==> src/hdl/ppa_pkg.sv <==
package ppa_pkg;

   localparam int CHAN_W      = 8;
   localparam int FIELD_W     = 10;
   localparam int PIXEL_W     = 28;
   localparam int COLOR_W     = 24;
   localparam int SHIFT_W     = 4;
   localparam int LEVEL_W     = 5;
   localparam int CSR_INDEX_W = 2;

   localparam logic [CHAN_W-1:0]  CHAN_MAX    = 8'hFF;
   localparam logic [LEVEL_W:0]   BLEND_TOTAL = 6'd32;

   localparam logic [CSR_INDEX_W-1:0] CSR_CONST_COLOR  = 2'd0;
   localparam logic [CSR_INDEX_W-1:0] CSR_SHIFT_AMOUNT = 2'd1;
   localparam logic [CSR_INDEX_W-1:0] CSR_BLEND_LEVEL  = 2'd2;

   typedef enum logic [2:0] {
      OP_ADD_CONST = 3'd0,
      OP_SUB_CONST = 3'd1,
      OP_SHIFT     = 3'd2,
      OP_AVERAGE   = 3'd3,
      OP_ADD_HALF  = 3'd4,
      OP_BLUR      = 3'd5
   } op_type;

   typedef struct packed {
      op_type               op;
      logic [SHIFT_W-1:0]   shift;
      logic [LEVEL_W-1:0]   level;
      logic                 seed;
   } chan_ctl_type;

endpackage

==> src/hdl/ppa_chan.sv <==
module ppa_chan
   import ppa_pkg::*;
(
   input  chan_ctl_type        ctl,
   input  logic [CHAN_W-1:0]   dst,
   input  logic [CHAN_W-1:0]   src,
   input  logic [CHAN_W-1:0]   color,
   input  logic [CHAN_W-1:0]   run,
   output logic [CHAN_W-1:0]   result
);

   logic [CHAN_W:0]    add_sum;
   logic [CHAN_W:0]    half_sum;
   logic [CHAN_W:0]    avg_sum;
   logic [CHAN_W-1:0]  run_sel;
   logic [LEVEL_W:0]   in_weight;
   logic [10:0]        run_part;
   logic [10:0]        in_part;
   logic [10:0]        blend;

   assign add_sum  = {1'b0, dst} + {1'b0, color};
   assign half_sum = {1'b0, dst} + {2'b00, src[CHAN_W-1:1]};
   assign avg_sum  = {1'b0, dst} + {1'b0, src};

   // row start seeds the run with half the pixel
   assign run_sel   = ctl.seed ? {1'b0, dst[CHAN_W-1:1]} : run;
   assign in_weight = BLEND_TOTAL - {1'b0, ctl.level};
   assign run_part  = {6'b0, run_sel[CHAN_W-1:3]} * {6'b0, ctl.level};
   assign in_part   = {6'b0, dst[CHAN_W-1:3]} * {5'b0, in_weight};
   assign blend     = run_part + in_part;

   always_comb begin
      unique case (ctl.op)
         OP_ADD_CONST: begin
            result = add_sum[CHAN_W] ? CHAN_MAX : add_sum[CHAN_W-1:0];
         end
         OP_SUB_CONST: begin
            result = (dst >= color) ? (dst - color) : '0;
         end
         OP_SHIFT: begin
            // amounts of eight and above shift everything out
            result = dst >> ctl.shift;
         end
         OP_AVERAGE: begin
            result = avg_sum[CHAN_W:1];
         end
         OP_ADD_HALF: begin
            result = half_sum[CHAN_W] ? CHAN_MAX : half_sum[CHAN_W-1:0];
         end
         OP_BLUR: begin
            result = blend[9:2];
         end
         default: begin
            result = dst;
         end
      endcase
   end

endmodule

==> src/hdl/packed_pixel_alu.sv <==
// Packed pixel ALU: one pixel (three 8-bit channels in 10-bit fields) enters per
// cycle unless a stalled result backs up into the input register; an input register
// and a result register frame a single combinational pass, and the blur run
// register closes its loop inside that pass, so back-to-back blur pixels need no
// bubbles. Configuration writes take effect at once and must only happen while
// the block holds no pixel.
module packed_pixel_alu
   import ppa_pkg::*;
(
   input  logic                    clock,
   input  logic                    reset,
   input  logic                    req_tvalid,
   output logic                    req_tready,
   input  logic [55:0]             req_tdata,   // dst_pixel, src_pixel
   input  logic [3:0]              req_tuser,   // operation, row_start
   input  logic                    req_tlast,
   output logic                    rsp_tvalid,
   input  logic                    rsp_tready,
   output logic [31:0]             rsp_tdata,   // result_pixel
   output logic                    rsp_tlast,
   input  logic                    csr_we,
   input  logic [CSR_INDEX_W-1:0]  csr_index,
   input  logic [COLOR_W-1:0]      csr_wdata
);

   logic [COLOR_W-1:0]  const_color_ff;
   logic [SHIFT_W-1:0]  shift_amount_ff;
   logic [LEVEL_W-1:0]  blend_level_ff;
   logic [COLOR_W-1:0]  blur_run_ff;
   logic [COLOR_W-1:0]  blur_run_in;

   logic                s1_valid_ff;
   op_type              s1_op_ff;
   logic [PIXEL_W-1:0]  s1_dst_ff;
   logic [PIXEL_W-1:0]  s1_src_ff;
   logic                s1_seed_ff;
   logic                s1_last_ff;

   logic                s2_valid_ff;
   logic [PIXEL_W-1:0]  s2_pixel_ff;
   logic [PIXEL_W-1:0]  s2_pixel_in;
   logic                s2_last_ff;

   logic                req_xfer;
   logic                s1_advance;
   chan_ctl_type        chan_ctl;
   logic [CHAN_W-1:0]   chan_res [3];

   assign req_xfer   = req_tvalid && req_tready;
   assign s1_advance = s1_valid_ff && (!s2_valid_ff || rsp_tready);
   assign req_tready = !s1_valid_ff || s1_advance;

   assign chan_ctl.op    = s1_op_ff;
   assign chan_ctl.shift = shift_amount_ff;
   assign chan_ctl.level = blend_level_ff;
   assign chan_ctl.seed  = s1_seed_ff;

   for (genvar k = 0; k < 3; k++) begin : g_chan
      ppa_chan u_chan (
         .ctl    (chan_ctl),
         .dst    (s1_dst_ff[FIELD_W*k +: CHAN_W]),
         .src    (s1_src_ff[FIELD_W*k +: CHAN_W]),
         .color  (const_color_ff[CHAN_W*k +: CHAN_W]),
         .run    (blur_run_ff[CHAN_W*k +: CHAN_W]),
         .result (chan_res[k])
      );
   end

   assign s2_pixel_in = {chan_res[2], 2'b00, chan_res[1], 2'b00, chan_res[0]};
   assign blur_run_in = {chan_res[2], chan_res[1], chan_res[0]};

   always_ff @(posedge clock) begin
      if (reset) begin
         const_color_ff  <= '0;
         shift_amount_ff <= '0;
         blend_level_ff  <= '0;
      end else if (csr_we) begin
         unique case (csr_index)
            CSR_CONST_COLOR:  const_color_ff  <= csr_wdata;
            CSR_SHIFT_AMOUNT: shift_amount_ff <= csr_wdata[SHIFT_W-1:0];
            CSR_BLEND_LEVEL:  blend_level_ff  <= csr_wdata[LEVEL_W-1:0];
            default: begin
            end
         endcase
      end
   end

   always_ff @(posedge clock) begin
      if (reset) begin
         blur_run_ff <= '0;
      end else if (s1_advance && s1_op_ff == OP_BLUR) begin
         blur_run_ff <= blur_run_in;
      end
   end

   always_ff @(posedge clock) begin
      if (reset) begin
         s1_valid_ff <= 1'b0;
      end else if (req_xfer) begin
         s1_valid_ff <= 1'b1;
      end else if (s1_advance) begin
         s1_valid_ff <= 1'b0;
      end
   end

   always_ff @(posedge clock) begin
      if (req_xfer) begin
         s1_op_ff   <= op_type'(req_tuser[2:0]);
         s1_seed_ff <= req_tuser[3];
         s1_dst_ff  <= req_tdata[PIXEL_W-1:0];
         s1_src_ff  <= req_tdata[2*PIXEL_W-1:PIXEL_W];
         s1_last_ff <= req_tlast;
      end
   end

   always_ff @(posedge clock) begin
      if (reset) begin
         s2_valid_ff <= 1'b0;
      end else if (s1_advance) begin
         s2_valid_ff <= 1'b1;
      end else if (rsp_tready) begin
         s2_valid_ff <= 1'b0;
      end
   end

   always_ff @(posedge clock) begin
      if (s1_advance) begin
         s2_pixel_ff <= s2_pixel_in;
         s2_last_ff  <= s1_last_ff;
      end
   end

   assign rsp_tvalid = s2_valid_ff;
   assign rsp_tdata  = {4'b0000, s2_pixel_ff};
   assign rsp_tlast  = s2_last_ff;

   a_run_holds: assert property (@(posedge clock) disable iff (reset)
      !(s1_advance && s1_op_ff == OP_BLUR) |=> $stable(blur_run_ff))
      else $error("blur run changed without a blur transfer");

   a_drain: assert property (@(posedge clock) disable iff (reset)
      rsp_tvalid && rsp_tready && !s1_valid_ff |=> !rsp_tvalid)
      else $error("result appeared with no pixel in the input stage");

   a_stall_cause: assert property (@(posedge clock) disable iff (reset)
      !req_tready |-> s1_valid_ff && rsp_tvalid && !rsp_tready)
      else $error("input stalled while the pipeline could move");

endmodule
==> config.mk <==
export PLATFORM = sky130hd
export DESIGN_NAME = packed_pixel_alu
export DESIGN_NICKNAME = d
export VERILOG_FILES = /design/src/hdl/ppa_pkg.sv /design/src/hdl/ppa_chan.sv /design/src/hdl/packed_pixel_alu.sv
export SDC_FILE = /design/constraint.sdc
export NUM_CORES = 1
export LEC_CHECK = 0
export BUFFER_PORTS_ARGS = -buffer_cell sky130_fd_sc_hd__buf_2
export CORE_MARGIN = 3
export CORE_UTILIZATION = 52
export CTS_CLUSTER_DIAMETER = 120
export DETAILED_ROUTE_END_ITERATION = 10
export PLACE_DENSITY_LB_ADDON = 0.15
export SETUP_SLACK_MARGIN = 0.4
export SLEW_MARGIN = 20
export SYNTH_ARGS = -nofsm -noshare
export SYNTH_HDL_FRONTEND = slang
export SYNTH_SLANG_ARGS = --single-unit
==> constraint.sdc <==
create_clock -name clock -period 13.6 [get_ports clock]
set_clock_uncertainty 0.1 [all_clocks]
set_input_delay 4.08 -clock clock [delete_from_list [all_inputs] [get_ports clock]]
set_output_delay 4.08 -clock clock [all_outputs]
set_load 0.005 [all_outputs]
======== Word-level counts from Yosys, hierarchy flattened ========
Cells that the tools add are included.
Widths: inputs -> output; s select.
storage, ports and cells
  register bits after elaboration ......... 145
  word-level logic and storage cells ...... 81
  bits of input ports ..................... 92
  output and inout port bits .............. 35
cells by class
  multipliers ............................. 6
  add/sub/neg operators ................... 16
  shifts and indexed selects .............. 3
  magnitude comparators ................... 3
  equal/unequal tests ..................... 7
  multiplexer cells ....................... 19
  reduce and logical (&&, ||, !) cells .... 14
operator list
  operator             count
  $pmux 8 s6           3
  $mux 8               12
  $add 8x8->9          6
  $add 10x10->10       3
  $mul 5x5->10         3
  $mul 5x6->10         3
  $add 8x7->9          3
  $ge 8x8->1           3
  $shr 8x4->8          3
  $sub 8x8->8          3
  $eq 3x2->1 const B   2
  $eq 3x3->1 const B   2
  $reduce_and 2->1     3
  $sub 6x5->6 const A  1
  $mux 1               4
  $reduce_bool 2->1    2
  $eq 3x1->1 const B   1
  $logic_and 1x1->1    3
  $logic_not 3->1      1
  $eq 2x1->1 const B   1
  $eq 2x2->1 const B   1
  $logic_not 1->1      2
  $logic_not 2->1      1
  $logic_or 1x1->1     2

======== Depth between registers and ports, before layout ========
  depth after elaboration ................. 6
  depth in mapped cells ................... 24

======== Modules after synthesis ========
Synthesis repeated with hierarchy kept, for this count alone.
unflattened totals
  cell total of the unflattened synthesis .. 1827
  area, all modules ....................... 16323.2 sq um
modules (own cells, without submodules)
  module                       seq. area each (sq um)  instances  cells an instance  area each (sq um)
  packed_pixel_alu             3523.4                  1          339                4765.8
  ppa_chan (g_chan[2].u_chan)  0.0                     1          509                3896.2
  ppa_chan (g_chan[0].u_chan)  0.0                     1          492                3849.9
  ppa_chan (g_chan[1].u_chan)  0.0                     1          487                3811.2

======== Least setup slack after synthesis ========
Ideal clock, no wire load.
  kind .................................... input to output
  start point ............................. input port rsp_tready
  end point ............................... output port req_tready
  slack ................................... 5058 ps
  path buffers ............................ 0
  cell stages on the path ................. 2
  arrival time ............................ 4362 ps
  cells stage by stage .................... nor2b_1 -> nand2_1
on the way
  longest elaborated chain between the ends .. 3
ends and longest elaborated chain
  item               RTL line                RTL
  start, declared    packed_pixel_alu.sv:18  input logic rsp_tready,
  $logic_or 1x1->1   packed_pixel_alu.sv:50  assign s1_advance = s1_valid_ff && (!s2_valid_ff || rsp_tready);
  $logic_and 1x1->1  packed_pixel_alu.sv:50
  $logic_or 1x1->1   packed_pixel_alu.sv:51  assign req_tready = !s1_valid_ff || s1_advance;
  end, declared      packed_pixel_alu.sv:13  output logic req_tready,
No other way between the ends.

======== Final worst setup path ========
Same ends and word-level chain as after synthesis.

==> results.md <==
Timing:
- For the pin with the worst max-slew slack, the measured transition is 1090 ps.
- Derived from the worst setup path, the maximum achievable clock frequency is 0.112 GHz.
- Setup repair after global routing left no endpoint under its margin.
- The setup TNS is 0 ps.
- Setup violations remaining at the end of the flow were counted as 0.
- The final cycle utilization of the critical path is 65.6%.
- The post-layout worst setup margin is 4680 ps.
- Measured against its own limit, the worst slew margin works out to 27.6%.
- The number of pins with negative max-slew slack in the final report was 0.
- The number of failing hold endpoints at the final stage is 0.
- The clock period could shrink to 8920 ps.

Power and ir drop:
- The portion of total power attributed to sequential cells is 31.1%.
- VDD sags by at most 116 uV.
- In this run, the clock network consumes 32.1% of the power.
- Of the total power, the share spent switching nets is 34.6%.
- The power consumption is 1.47 mW.
- For this design the ratio of total power to cell area is 86.9 nW/um^2.
- The internal power contribution is 0.965 mW.
- The leakage power figure is 7.40 nW.
- The net switching power of the design is 0.510 mW.
- Combinational logic is responsible for 36.8% of the overall power.

Placement:
- At the placement stage, the worst setup path has a slack of 4680 ps.
- The half-perimeter wire length of the detailed placement result is 32600 um.
- The count of port buffers added during placement is 110.
- Once placement finished, the instance area stood at 16300 um^2.
- The placer's final routability congestion estimate is 0.899.

Global route:
- Global routing finished with a remaining overflow of 0.
- The via count of the first global-routing pass is 12.7k.
- The first global-routing pass estimated 67600 um of wire.
- The initial antenna violation count came to 0.
- Entering global routing, the biggest net connects 51 pins.
- The global-route usage over all layers is 27.1%.

CTS:
- Counting the buffers created by CTS gives 17.
- Clock-pin slew was measured on the worst setup and hold paths at 50 ps.
- The worst-skew pair later-pin latency is 440 ps.
- The tree built by TritonCTS fans out to 128 sinks.
- The maximum level of the CTS H-tree is 4.
- The total of hold buffers inserted after clock tree synthesis is 0.
- Counting along the longest clock path gives a buffer depth of 2.
- The TritonCTS clock tree is yes.
- Gates resized during post-CTS repair numbered 0.
- The tree is rooted in a sky130_fd_sc_hd__clkbuf_16.
- The buffers inserted during post-CTS setup optimization is 0.

Cells and area:
- Of the cells placed in the final design, the portion with a size suffix greater than 1 is 12.5%.
- The layout-stage area growth over the synthesis result is 9.24%.
- The number of diodes added for antenna fixing is 0.
- The net total in the final layout is 2191.
- The design area is 17000 um^2.

Synthesis:
- Of all cell types, the one taking the most synthesized area is sky130_fd_sc_hd__edfxtp_1.
- Summing the areas of all fa, ha and maj instances in the mapped netlist gives 28.4% of the synthesized area.
- After Yosys synthesis, XOR and XNOR cells account for 3.72% of the synthesized area.
- The count of state elements after synthesis is 128.
- For this run, asynchronously set or reset flops after synthesis account for 0%.
- Yosys printed 0 warnings.
- The share of synthesized area occupied by flip-flops and latches is 21.5%.
- The dominant combinational cell family by area after synthesis is adder cells.
- Counting flops with a built-in enable in the synthesized netlist gives 78.
- In the synthesized netlist the dominant register cell turns out to be sky130_fd_sc_hd__edfxtp_1.
- The synthesized netlist occupies a cell area of 15500 um^2.
- The number of standard cells after synthesis is 1744.
- The fraction of synthesized area in multiplexers is 4.12%.
- Synthesis instantiated 96 different standard cells from the library.
- The synthesized netlist devotes 18.2% of its cell area to compound gates.
- Summing the areas of all and, or, nand and nor instances in the mapped netlist gives 17.0% of the synthesized area.
- Ranked by total cell area, the synthesized netlist is headed by sky130_fd_sc_hd__edfxtp_1, sky130_fd_sc_hd__fa_1, sky130_fd_sc_hd__ha_1.
- The mean area per synthesized cell is 8.90 um^2.
- The share of synthesized area in the top cell type comes to 15.1%.

Setup path:
- In this run the critical register-to-register path is launched from blend_level_ff[1].
- STA classifies the critical path endpoint as an output pin.
- The depth of the worst register-to-register path is 18.
- The endpoint identified for the worst register-to-register timing path is s2_pixel_ff[7].
- The master of the slowest instance on the critical path is sky130_fd_sc_hd__nor2b_1.
- The capturing instance or port of the critical path is req_tready.
- Tracing the worst setup path back leads to its startpoint at rsp_tready.
- Across all register-to-register paths, the minimum setup slack is 6580 ps.
- The arrival time of the worst setup path is 4740 ps.
- By instance count, the cell type seen most on the critical path is sky130_fd_sc_hd__buf_2.
- The signal on the critical path passes through buf_2 -> nor2b_1 -> nand2_1 -> buf_2.
- Data on the critical path is required at its endpoint by 9420 ps.
- For this run, the slowest stage of the critical path takes 310 ps.
- Of all nets on the critical path, the largest fanout is 4.
- The category of the most critical setup path is in2out.
- STA classifies the critical path startpoint as an input pin.

Status:
- The flow ran to the end, and the final reports show no timing, DRC or antenna violations.

Floorplanning:
- The area of the core is 29100 um^2.
- The floorplan die width is 179 um.
- The vertical die dimension is 179 um.
- The initial utilization of the core area, before any placement, comes to 53.4%.
- The number of primary I/O pins is 127.
- The full die area is 32000 um^2.
- The floorplan row count is 62.

Detailed routing:
- For this block, the routed nets add up to 42500 um of wire.
- The via total after detailed routing is 13.0k.
- The remaining antenna violation count is 0.
- The detail-routed via count per cell is 5.89.
- The highest layer touched by signal routing is met4.
- The number of iterations in the first detailed-routing pass is 7.
- After detailed routing, the number of remaining DRC violations is 0.
- After the first detailed-routing iteration, the DRC count stood at 1166.
- The met2 wirelength from detailed routing is 18700 um.
- The final routed wire length divided by cell count is 19.2 um.
- The sum of met3 wire segment lengths after detailed routing is 3240 um.
- The routed metal-1 wire length is 19300 um.

Worst hold path:
- The worst min-delay path class is reg2reg.

Run:
- The max capacitance violation total is 0.
-- cell usage in the layout (no fill, tap or decap), types with 14 or more instances in the layout --
master                      instances
sky130_fd_sc_hd__buf_4             26
sky130_fd_sc_hd__o21a_1            21
sky130_fd_sc_hd__fa_1             111
sky130_fd_sc_hd__nand2b_1          15
sky130_fd_sc_hd__buf_2            110
sky130_fd_sc_hd__xor2_1            27
sky130_fd_sc_hd__dfxtp_1           50
sky130_fd_sc_hd__mux2_2            17
sky130_fd_sc_hd__mux2i_1           29
sky130_fd_sc_hd__clkbuf_16         18
sky130_fd_sc_hd__nand3_1           15
sky130_fd_sc_hd__and2_1           106
sky130_fd_sc_hd__a31oi_1           14
sky130_fd_sc_hd__nor3_1            21
sky130_fd_sc_hd__ha_1             175
sky130_fd_sc_hd__inv_1            170
sky130_fd_sc_hd__a21oi_1          125
sky130_fd_sc_hd__o21ai_0           81
sky130_fd_sc_hd__xnor2_1           39
sky130_fd_sc_hd__nor2_1           132
sky130_fd_sc_hd__nor2b_1           22
sky130_fd_sc_hd__a21o_1            16
sky130_fd_sc_hd__edfxtp_1          78
sky130_fd_sc_hd__a211oi_1          26
sky130_fd_sc_hd__nand2_1          151
-- routing by layer --
metal  vias up  track usage [%]
li1       6211                -
met5         -                0
met2       505             41.9
met4         0             9.61
met1      6221             38.4
met3        85             4.62
-- through the flow --
stage / util, % / std cells / hold slack (ps)
final: 58.3 / 2210 / 335
after global routing: 58.3 / 2210 / 343
after CTS: 58.3 / 2210 / 329
after detailed placement: 56.2 / 2178 / 317
after global placement: 56.2 / 2178 / 314
after floorplan: - / 1751 / 300
-- synthesized netlist by cell type (7+ instances only) --
cell type / instances
sky130_fd_sc_hd__nand4_1: 8
sky130_fd_sc_hd__nor2b_1: 23
sky130_fd_sc_hd__mux2i_1: 29
sky130_fd_sc_hd__xnor2_1: 39
sky130_fd_sc_hd__fa_1: 111
sky130_fd_sc_hd__and2_1: 107
sky130_fd_sc_hd__buf_2: 20
sky130_fd_sc_hd__edfxtp_1: 78
sky130_fd_sc_hd__dfxtp_1: 50
sky130_fd_sc_hd__o21ai_0: 81
sky130_fd_sc_hd__o32a_1: 7
sky130_fd_sc_hd__nor4_1: 9
sky130_fd_sc_hd__nand3_1: 15
sky130_fd_sc_hd__o21bai_1: 12
sky130_fd_sc_hd__o22ai_1: 7
sky130_fd_sc_hd__clkbuf_1: 55
sky130_fd_sc_hd__buf_4: 12
sky130_fd_sc_hd__o21a_1: 21
sky130_fd_sc_hd__nor2_1: 133
sky130_fd_sc_hd__inv_1: 170
sky130_fd_sc_hd__ha_1: 175
sky130_fd_sc_hd__a211oi_1: 26
sky130_fd_sc_hd__mux2_2: 17
sky130_fd_sc_hd__a21o_1: 16
sky130_fd_sc_hd__a21oi_1: 125
sky130_fd_sc_hd__mux4_2: 7
sky130_fd_sc_hd__a31oi_1: 14
sky130_fd_sc_hd__nor3_1: 21
sky130_fd_sc_hd__nand2b_1: 15
sky130_fd_sc_hd__nand2_1: 151
sky130_fd_sc_hd__xor2_1: 27
sky130_fd_sc_hd__or3_1: 7
-- cell type report --
type | instances | area (um^2)
clock buffer | 22 | 475
fill | 2621 | 12100
timing repair buffer | 136 | 746
tap | 384 | 480
inverter | 171 | 642
clock inverter | 10 | 134
multi-input combinational | 1359 | 11100
sequential | 128 | 3340
-- power groups by stage --
stage / Sequential (mW) / Clock, mW / Combinational [mW]
floorplan: 0.458 / 0 / 0.394
global placement: 0.466 / 0 / 0.523
detailed placement: 0.466 / 0 / 0.531
CTS: 0.458 / 0.479 / 0.537
global route: 0.461 / 0.497 / 0.606
finish: 0.459 / 0.473 / 0.542
-- sequential cells by signal, indices dropped and copies added (netlist names) --
signal / flops
const_color_ff: 24
s1_dst_ff: 24
s1_src_ff: 24
s2_pixel_ff: 24
blur_run_ff: 15
blend_level_ff: 5
shift_amount_ff: 4
s1_op_ff: 3
rsp_tlast: 1
rsp_tvalid: 1
s1_last_ff: 1
s1_seed_ff: 1
s1_valid_ff: 1
-- worst min-delay path by stage --
stage / startpoint / end / slack [ps] / cells past startpoint
2_1_floorplan: s1_last_ff / rsp_tlast / 300 / 0
3_3_place_gp: s1_last_ff / rsp_tlast / 310 / 0
3_5_place_dp: s1_last_ff / rsp_tlast / 320 / 0
4_1_cts: s1_last_ff / rsp_tlast / 330 / 0
5_1_grt: s1_last_ff / rsp_tlast / 340 / 0
6_report: s1_last_ff / rsp_tlast / 330 / 0
-- cell families (layout without fill, tap and decap cells) --
kind of cell,Yosys count,count (layout)
buf+inv,264,339
xor+xnor,66,66
compound gates,417,417
other cells,1,8
simple gates,529,529
flops,128,128
fa+ha+maj,286,286
mux,53,53
-- critical path: cells and delay by family --
| family | cells | cell delay [ps] |
|---|---|---|
| simple gates | 2 | 420 |
| buf+inv | 2 | 240 |
Note: power is estimated with default switching activity, not from simulation.
